`src/sv/triangle_region_classifier_macros.svh`:
```
// assertion macros shared by the triangle region classifier rtl
// expects clk and arst_n in the scope of each use
`ifndef TRIANGLE_REGION_CLASSIFIER_MACROS_SVH
`define TRIANGLE_REGION_CLASSIFIER_MACROS_SVH

// same-cycle implication, disabled while in reset
`define TRC_ASSERT_IMPL(label, ante, cons) \
	label: assert property (@(posedge clk) disable iff (!arst_n) (ante) |-> (cons)) \
		else $error("trc assertion failed");

// next-cycle implication, disabled while in reset
`define TRC_ASSERT_NEXT(label, ante, cons) \
	label: assert property (@(posedge clk) disable iff (!arst_n) (ante) |=> (cons)) \
		else $error("trc assertion failed");

`endif

```
`src/sv/trc_pkg.sv`:
```
// shared constants and types for the triangle region classifier
// no dependencies
package trc_pkg;

	localparam int COORD_BITS_DEF = 21;
	localparam int CFG_IDX_BITS = 4;
	localparam int REGION_BITS = 2;
	localparam int NUM_REGIONS = 2;
	localparam int NUM_VERTS = 3;
	localparam int NUM_SIDES = 3;

	// configuration register indexes
	localparam logic [CFG_IDX_BITS-1:0] REG_LEFT_APEX = 4'd0;
	localparam logic [CFG_IDX_BITS-1:0] REG_RIGHT_APEX = 4'd1;
	localparam logic [CFG_IDX_BITS-1:0] REG_BOTTOM_POINT = 4'd2;
	localparam logic [CFG_IDX_BITS-1:0] REG_TOP_POINT = 4'd3;
	localparam logic [CFG_IDX_BITS-1:0] REG_LEFT_CENTER = 4'd4;
	localparam logic [CFG_IDX_BITS-1:0] REG_RIGHT_CENTER = 4'd5;
	localparam logic [CFG_IDX_BITS-1:0] REG_LEFT_RADIUS = 4'd6;
	localparam logic [CFG_IDX_BITS-1:0] REG_RIGHT_RADIUS = 4'd7;

	// opcodes
	localparam logic OP_REGION = 1'b0;
	localparam logic OP_SPHERE = 1'b1;

	// result codes
	localparam logic [REGION_BITS-1:0] REGION_NONE = 2'd0;
	localparam logic [REGION_BITS-1:0] REGION_LEFT = 2'd1;
	localparam logic [REGION_BITS-1:0] REGION_RIGHT = 2'd2;

	// sign of one triple product
	typedef struct packed {
		logic pos;
		logic neg;
	} trc_sign_t;

endpackage

```
`src/sv/trc_merge.sv`:
```
// combines lane signs and sphere checks into the region code
// depends on trc_pkg
module trc_merge (
	input  logic                                 opcode,
	input  trc_pkg::trc_sign_t [trc_pkg::NUM_REGIONS-1:0][trc_pkg::NUM_VERTS-1:0]
		[trc_pkg::NUM_SIDES-1:0]                 signs,
	input  logic [trc_pkg::NUM_REGIONS-1:0][trc_pkg::NUM_VERTS-1:0] sphere_ok,
	output logic [trc_pkg::REGION_BITS-1:0]     region
);
	import trc_pkg::*;

	logic [NUM_REGIONS-1:0] hit;
	logic [NUM_REGIONS-1:0] ok;

	// a vertex is inside when all three side signs agree and are nonzero
	always_comb begin
		for (int r = 0; r < NUM_REGIONS; r++) begin
			hit[r] = 1'b1;
			ok[r] = &sphere_ok[r];
			for (int i = 0; i < NUM_VERTS; i++) begin
				hit[r] = hit[r] && ((signs[r][i][0].pos && signs[r][i][1].pos
					&& signs[r][i][2].pos) || (signs[r][i][0].neg
					&& signs[r][i][1].neg && signs[r][i][2].neg));
			end
		end
	end

	// left has priority, a left hit failing the sphere gives outside
	always_comb begin
		region = REGION_NONE;
		if (hit[0]) begin
			region = (opcode == OP_REGION || ok[0]) ? REGION_LEFT : REGION_NONE;
		end else if (hit[1]) begin
			region = (opcode == OP_REGION || ok[1]) ? REGION_RIGHT : REGION_NONE;
		end
	end
endmodule

```
`config.mk`:
```
export PLATFORM = sky130hd
export DESIGN_NAME = trc_merge
export DESIGN_NICKNAME = d
export VERILOG_FILES = /design/src/sv/triangle_region_classifier_macros.svh /design/src/sv/trc_pkg.sv /design/src/sv/trc_merge.sv
export SDC_FILE = /design/constraint.sdc
export NUM_CORES = 1
export LEC_CHECK = 0
export BUFFER_PORTS_ARGS = -buffer_cell sky130_fd_sc_hd__buf_2
export CAP_MARGIN = 15
export CORE_AREA = 4 4 41 43
export DETAILED_ROUTE_END_ITERATION = 10
export DIE_AREA = 0 0 45 47
export MAX_ROUTING_LAYER = met4
export PLACE_DENSITY = 0.59
export RECOVER_POWER = 25
export REMOVE_ABC_BUFFERS = 1
export SLEW_MARGIN = 20
export SYNTH_ARGS = -nofsm -noshare
export SYNTH_HDL_FRONTEND = slang
export SYNTH_SLANG_ARGS = --single-unit
```
`constraint.sdc`:
```
create_clock -name vclk -period 0.9
set_clock_uncertainty 0.2 [all_clocks]
set_input_delay 0 -clock vclk [all_inputs]
set_output_delay 0 -clock vclk [all_outputs]
set_load 0.05 [all_outputs]
```
==> metrics.md <==
| Metric | Value |
|---|---|
| Total of max-cap violations | 0 |
| Io pins | 45 |
| Arrival @ worst endpoint | 0.93 ns |
| Global Route met3 Usage | 0.0115 |
| Worst path max stage delay | 0.37 ns |
| Worst hold slack | about 0.12 ns |
| Layout area overhead | 312% |
| IO Port Bufs | 45 |
| Crit path max fanout | 2 |
| Most frequent cells in the layout | buf_2 (35), buf_6 (10), nand3_1 (7) |
| Fillcell total | around 150 |
| GRT Util Overall | 0.0723 |
| Final hold violation count | 0 |
| Yosys warns | 0 |
| Slowest CP cell | a222oi_1 |
| # rows | 13 |
| Peak supply drop | approximately 0.1 mV |
| Seq cells | 0 |
| Status | finished, violations left |
| First-pass GRT wire length | ~1200 µm |
| Fin. max-slew vios | 0 |
| Grt met1 use | 0.0607 |
| RSZ-0062 raised after global routing | true |
| Max Freq | slightly below 900 MHz |
| Antenna-violating nets left | 0 |
| DRC errors left | 0 |
| Die area | roughly 2100 µm² |
| Die width | roughly 45 µm |
| Worst slew margin | 0.758 |
| Die height | roughly 47 µm |
| Critical path required time | 0.70 ns |
| Worst hold stages | 3 |
| Startpoint types | input pin |
| Period minus WS final | approximately 1.1 ns |
| Post-Synth Adder-Cell Area | 0 |
| Synth Cell Area | between 100 and 150 µm² |
| Number of global-route vias before repair | approximately 350 |
| Clock buffers | 0 |
| Synth top area cells | nand3_1 (53%), a2111oi_2 (13%), a222oi_1 (8.8%) |
| Largest family of logic cells by synthesized area | simple AND/OR/NAND/NOR gates |
| TNS Setup | -0.460 ns |
| Worst Setup End Kind | primary output |
| Initial antenna violation count | 0 |
| Top Usage Layer GRT | met2 |
| Leak | around 0.23 nW |
| Sequential share of the synthesized area | 0 |
| Share of the synthesized area in the top cell type | 0.527 |
| Final nets | around 110 |
| HP Class | in2out |
| Final Cycle Share | 1.26 |
| Avg WL per Cell | 10.8 µm |
| Antenna Cells | 0 |
| Post-CTS Setup Repair Bufs | 0 |
| Routability cong. | between 0.6 and 0.7 |
| Setup CP Type | in2out |
| Violations in the final reports | negative setup slack |
| Met2 usage | 0.167 |
| Worst path cell trace | buf_2 -> nand3_2 -> a222oi_1 -> a21boi_2 -> buf_6 |
| Final setup viols | 2 |
| Initial Util | 0.0875 |
| PD cells | around 310 nW/µm² |
| Pin count of the biggest net entering global routing | 3 |
| Post-Route Utilization | 0.361 |
| Layout cell share with drive strength beyond 1 | 0.828 |
| Vias/cell | 4.37 |
| Yosys cell types | 7 |
| Compound-Gate Fraction of Synth Area | 0.418 |
| Pre-CTS setup slack | -0.370 ns |
| Overflow after GRT | 0 |
| FF+latch area | 0 µm² |
| Syn Inst Count | 18 |
| Vias | ~350 |
| Drt pass-1 iters | 6 |
| Mux cell area share after synthesis | 0 |
| Setup WS post-layout | -0.233 ns |
| Core area | 1300 µm² |
| Post-Synth XOR/XNOR Area | 0 |
| Syn_area_per_cell | ~6.3 µm² |
| Commonest non-fill, non-tap cell in the layout | buf_2 |
| Final WL | around 850 µm |
| Slew at the pin with the worst max-slew slack | about 0.36 ns |
| 1st-iter DRT viols | 4 |
| Yosys top cell by area | nand3_1 |
| Synth Area in Simple Gates | 0.582 |
-- worst max-delay path: cells and delay by family --
family	cells	cell delay, ns
AO/OA/AOI/OAI	2	0.61
buffers and inverters	2	0.26
AND/OR/NAND/NOR	1	0.06
-- cell type report --
class	instances	area [µm²]	share of cell area
multi-input cells	18	155	0.331
well taps	15	18.8	0.0400
repair buffers	46	295	0.629
-- synthesized netlist by cell type (all sizes together) --
master    n
a2111oi   1
a21boi    1
a222oi    1
a22o      1
a31oi     1
and3      1
nand3    12
-- logic make-up after synthesis --
group	count (synthesis)
AO/OA/AOI/OAI	5
AND/OR/NAND/NOR	13
-- where the power goes --
group          internal (mW)  switching, mW  total (mW)
combinational          0.101         0.0462       0.148
sequential                 0              0           0
clock                      0              0           0
-- per-stage QoR --
| step | power, mW | area [µm²] | instances |
|---|---|---|---|
| 2_1_floorplan | 0.0206 | 114 | 18 |
| 3_3_place_gp | 0.111 | 365 | 79 |
| 3_5_place_dp | 0.113 | 365 | 79 |
| 4_1_cts | 0.130 | 423 | 79 |
| 5_1_grt | 0.161 | 469 | 79 |
| 6_report | 0.148 | 469 | 79 |
-- per-layer routing --
| layer | up-vias | share of wire |
|---|---|---|
| met5 | - | 0 |
| met4 | 0 | 0 |
| met3 | 0 | 0.13 |
| met2 | 18 | 0.61 |
| li1 | 171 | - |
| met1 | 156 | 0.26 |
-- worst paths after layout --
check	startpoint	to	slack (ns)
setup / recovery	signs[5]	region[0]	-0.23
hold / removal	opcode	region[0]	0.12
-- what timing repair did --
item,CTS,global route
gates resized for setup,11,8
hold buffers,0,0
endpoints found under the setup margin,2,2
pin swaps,3,5
(Power assumes the default switching activity.)
