===== config.mk =====
export PLATFORM = sky130hd
export DESIGN_NAME = trc_sphere_lane
export DESIGN_NICKNAME = d
export VERILOG_FILES = /design/src/sv/triangle_region_classifier_macros.svh /design/src/sv/trc_pkg.sv /design/src/sv/trc_sphere_lane.sv
export SDC_FILE = /design/constraint.sdc
export NUM_CORES = 2
export LEC_CHECK = 0
export BUFFER_PORTS_ARGS = -buffer_cell sky130_fd_sc_hd__buf_2
export CORE_ASPECT_RATIO = 0.8
export CORE_UTILIZATION = 51
export DETAILED_ROUTE_END_ITERATION = 6
export PLACE_DENSITY = 0.79
export SKIP_CTS_REPAIR_TIMING = 1
export SYNTH_ARGS = -nofsm -noshare
export SYNTH_HDL_FRONTEND = slang
export SYNTH_SLANG_ARGS = --single-unit
export TNS_END_PERCENT = 30

===== constraint.sdc =====
create_clock -name clk -period 9.7 [get_ports clk]
set_input_delay 0.485 -clock clk [delete_from_list [all_inputs] [get_ports clk]]
set_output_delay 0.485 -clock clk [all_outputs]
set_load 0.05 [all_outputs]

===== src/sv/triangle_region_classifier_macros.svh =====
// assertion macros shared by the triangle region classifier rtl
// expects clk and arst_n in the scope of each use
`ifndef TRIANGLE_REGION_CLASSIFIER_MACROS_SVH
`define TRIANGLE_REGION_CLASSIFIER_MACROS_SVH

// same-cycle implication, disabled while in reset
`define TRC_ASSERT_IMPL(label, ante, cons) \
	label: assert property (@(posedge clk) disable iff (!arst_n) (ante) |-> (cons)) \
		else $error("trc assertion failed");

// next-cycle implication, disabled while in reset
`define TRC_ASSERT_NEXT(label, ante, cons) \
	label: assert property (@(posedge clk) disable iff (!arst_n) (ante) |=> (cons)) \
		else $error("trc assertion failed");

`endif


===== src/sv/trc_pkg.sv =====
// shared constants and types for the triangle region classifier
// no dependencies
package trc_pkg;

	localparam int COORD_BITS_DEF = 21;
	localparam int CFG_IDX_BITS = 4;
	localparam int REGION_BITS = 2;
	localparam int NUM_REGIONS = 2;
	localparam int NUM_VERTS = 3;
	localparam int NUM_SIDES = 3;

	// configuration register indexes
	localparam logic [CFG_IDX_BITS-1:0] REG_LEFT_APEX = 4'd0;
	localparam logic [CFG_IDX_BITS-1:0] REG_RIGHT_APEX = 4'd1;
	localparam logic [CFG_IDX_BITS-1:0] REG_BOTTOM_POINT = 4'd2;
	localparam logic [CFG_IDX_BITS-1:0] REG_TOP_POINT = 4'd3;
	localparam logic [CFG_IDX_BITS-1:0] REG_LEFT_CENTER = 4'd4;
	localparam logic [CFG_IDX_BITS-1:0] REG_RIGHT_CENTER = 4'd5;
	localparam logic [CFG_IDX_BITS-1:0] REG_LEFT_RADIUS = 4'd6;
	localparam logic [CFG_IDX_BITS-1:0] REG_RIGHT_RADIUS = 4'd7;

	// opcodes
	localparam logic OP_REGION = 1'b0;
	localparam logic OP_SPHERE = 1'b1;

	// result codes
	localparam logic [REGION_BITS-1:0] REGION_NONE = 2'd0;
	localparam logic [REGION_BITS-1:0] REGION_LEFT = 2'd1;
	localparam logic [REGION_BITS-1:0] REGION_RIGHT = 2'd2;

	// sign of one triple product
	typedef struct packed {
		logic pos;
		logic neg;
	} trc_sign_t;

endpackage


===== src/sv/trc_sphere_lane.sv =====
// one vertex against one sphere: squared distance below squared radius
// depends on trc_pkg
module trc_sphere_lane #(
	parameter int COORD_BITS = trc_pkg::COORD_BITS_DEF
) (
	input  logic                        clk,
	input  logic                        en,
	input  logic [2:0][COORD_BITS-1:0]  point_s1,
	input  logic [2:0][COORD_BITS-1:0]  center,
	input  logic [COORD_BITS-2:0]       radius,
	output logic                        ok_s5
);
	localparam int D = COORD_BITS + 1;
	localparam int S = 2 * D;

	logic [2:0][D-1:0] diff;
	logic [2:0][S-1:0] sq_s2;
	logic [2*COORD_BITS-3:0] rsq_s2;
	logic ok_s3;
	logic ok_s4;

	always_comb begin
		for (int k = 0; k < 3; k++) begin
			diff[k] = D'($signed(point_s1[k])) - D'($signed(center[k]));
		end
	end

	// squares of each component and of the radius
	always_ff @(posedge clk) begin
		if (en) begin
			for (int k = 0; k < 3; k++) begin
				sq_s2[k] <= $signed(diff[k]) * $signed(diff[k]);
			end
			rsq_s2 <= radius * radius;
		end
	end

	// sum and compare, then align with the side lanes
	always_ff @(posedge clk) begin
		if (en) begin
			ok_s3 <= ((S + 2)'(sq_s2[0]) + (S + 2)'(sq_s2[1]) + (S + 2)'(sq_s2[2]))
				< (S + 2)'(rsq_s2);
			ok_s4 <= ok_s3;
			ok_s5 <= ok_s4;
		end
	end
endmodule


==> impl_metrics.yaml <==
drt:
  vias: 50450
  wl_per_cell_um: 18.63
  drt_first_pass_iters: 6
  drt_iter0_markers: 3826
  drtAntennaViolNets: 0
  route.detailed.drc: 0
  vias_per_cell: 5.322
  routed_wl_um: 176600
setup_path:
  crit_path_top_delay_cell: "fa_1"
  crit_top_cell: "fa_1"
  cp-start-kind: "input pin"
  crit_required_ns: 9.90
  cp.buffers_inverters: 11
  path_max_fanout: 3
  slowest_delay_ns: 0.54
  critPathTopFamily: "adder cells"
  endpoint_kind: "flip-flop"
  worstPathArrival_ns: 9.53
  critical_path_class: "input pin to flip-flop"
  rrSetupSlack_ns: 3.97
placed_design:
  dp_hpwl_um: 152300
  globalplace.congestion: 0.9911
  io_buffers: 148
  placed_area_um2: 74860
cells_and_area:
  stdcell_area_um2: 75610
  fin_nets: 10180
  antenna_cells: 0
  area_growth_pct: 7.447
  drive_above_1_share: 0.06889
  finalCoreUtilization: 0.5543
clocking:
  insertion_delay_ns: 0.45
  cts_tree: "done"
  cts-buffers-inserted: 17
  path_clk_slew_ns: 0.07
  cts_sinks: 171
  clockBufferDepth: 2
  root_buffer: "clkbuf_16"
  htree_levels: 4
floorplan:
  core_area_um2: 136400
  io_pins: 149
  dieArea_um2: 139500
  die_h_um: 334.2
  fp.dieW_um: 417.3
  start_util: 0.5158
  rows: 121
timing:
  finalSetupViolCount: 0
  period_share: 0.9617
  rsz0062_at_grt: "yes"
  max_slew_margin: 0.3022
  hold_viol: 0
  worstMarginPinSlew_ns: 1.047
  fin_tns_setup_ns: 0
  clock.fmax_mhz: 107.2
  period_minus_slack_ns: 9.328
  drv_slew: 0
  finalClockSkew_ns: 0.009144
status:
  status: "completed"
synthesis:
  synth.distinct_cells: 80
  syn-instance-count: 7352
  ys_async_sr_fraction: 0
  synth_warnings: 0
  avgSynthCellArea_um2: 9.571
  ys_seq_area_frac: 0.07298
  synthFlopType: "edfxtp_1"
  synth_edf_count: 171
  ys_ff_latch: 171
  syn-cell-area_um2: 70360
grt:
  grt_max_degree: 94
  grt_first_pass_wirelength_um: 288900
  grt_remaining_overflow: 0
  antenna_found_initial: 0
  grtUsageTotal: 0.2629
  grt_pass1_vias: 55360
hold_path:
  min_path_type: "flip-flop to flip-flop"
job:
  maxCapViolCount: 0
## path summary, 6_finish.rpt
path / from / to / cells past startpoint
hold reg to reg: ok_s3$_DFFE_PP_ / ok_s4$_DFFE_PP_ / 0
setup / recovery: point_s1[21] / sq_s2[87]$_DFFE_PP_ / 39
hold / removal: ok_s3$_DFFE_PP_ / ok_s4$_DFFE_PP_ / 0
setup reg to reg: sq_s2[3]$_DFFE_PP_ / ok_s3$_DFFE_PP_ / 21
## worst reg2reg max path, stage by stage, from the launching register on
cell and delay, ns:
edfxtp_1 0.41, fa_1 0.46, ha_1 0.35, o21ai_1 0.23, a21oi_1 0.10, o31a_1 0.29
o41a_1 0.39, a221oi_2 0.43, o31a_1 0.36, o21ai_1 0.17, a2111oi_0 0.44, a41oi_1 0.08
o211ai_1 0.14, ha_1 0.28, nor2b_1 0.13, o21ai_0 0.14, nand2b_1 0.08, a21oi_1 0.16
o21ai_0 0.17, nand3_1 0.12, o2111ai_1 0.12, nor4b_1 0.41
## synth_stat cells, drive strengths merged, types with 8 or more instances
master,number,area share
nand4,20,0.0018
a21o,139,0.015
inv,2045,0.11
nor2b,38,0.0034
o21ai,121,0.0086
a31oi,21,0.0019
or2,12,0.0011
nor3,40,0.0028
a21oi,210,0.015
nor2,564,0.030
nand2b,23,0.0020
o211ai,14,0.0015
o2111ai,10,0.0012
fa,1705,0.49
clkbuf,158,0.0084
a211oi,19,0.0021
o31ai,10,0.0011
buf,16,0.0010
and2,121,0.011
a2111oi,9,0.0012
xor2,87,0.011
a31o,9,0.0011
a211o,10,0.0012
o31a,9,0.0011
o21bai,38,0.0042
nand2,609,0.032
edfxtp,171,0.073
o21a,39,0.0042
or3,11,0.0010
and3,23,0.0020
ha,703,0.13
and4,8,0.0010
nand3,52,0.0037
xnor2,199,0.025
## kinds of logic (layout without fill, tap and decap cells)
group / Yosys count / in the layout / synth area share
adders and majority gates: 2408 / 2408 / 0.6101
buffers and inverters: 2224 / 2504 / 0.1188
and+or+nand+nor: 1544 / 1544 / 0.09488
AOI/OAI and AO/OA: 709 / 709 / 0.06627
xor gates and xnor gates: 286 / 286 / 0.03571
DFF: 171 / 171 / 0.07298
muxes: 8 / 8 / 0.001174
other: 2 / 5 / 0.0001067
## layer usage
metal  share of wire  global-route usage  routed length (um)
met5               0                   0                   0
met4           0.024             0.05812                4185
met3           0.092             0.05835               16220
met2            0.47              0.4274               83270
met1            0.41              0.3606               72920
## placed cells by master, fill, tap and decap left out, drive strengths merged, types with 21 or more instances in the layout
cell type	Yosys	final
inv	2045	2053
fa	1705	1705
ha	703	703
nand2	609	609
nor2	564	564
buf	16	422
a21oi	210	210
xnor2	199	199
edfxtp	171	171
a21o	139	139
and2	121	121
o21ai	121	121
xor2	87	87
nand3	52	52
nor3	40	40
o21a	39	39
nor2b	38	38
o21bai	38	38
and3	23	23
nand2b	23	23
a31oi	21	21
## sequential cells by signal (all words and copies together) (netlist names)
name	flops
rsq_s2	39
sq_s2	129
ok_s4	1
ok_s3	1
ok_s5	1
## layout make-up
type | count | area (um^2)
tap | 1845 | 2308
multi-input combinational | 4960 | 57040
fill | 11780 | 60800
sequential | 171 | 5135
clock buffer | 17 | 425.4
timing repair buffer | 422 | 2853
inverter | 2050 | 7701
clock inverter | 15 | 146.4
## per-stage QoR
| step | hold slack [ns] | cells | worst slack (ns) |
|---|---|---|---|
| 6_report | 0.4236 | 9480 | 0.3718 |
| 5_1_grt | 0.4375 | 9480 | -0.08343 |
| 4_1_cts | 0.4196 | 9476 | -0.04584 |
| 3_5_place_dp | 0.4066 | 9444 | -0.4571 |
| 3_3_place_gp | 0.4063 | 9444 | -0.1617 |
| 2_1_floorplan | 0.4003 | 7355 | 0.01818 |
Power is not shown: default switching activity piles up to over one toggle a cycle in this logic, so the estimate is an artifact.
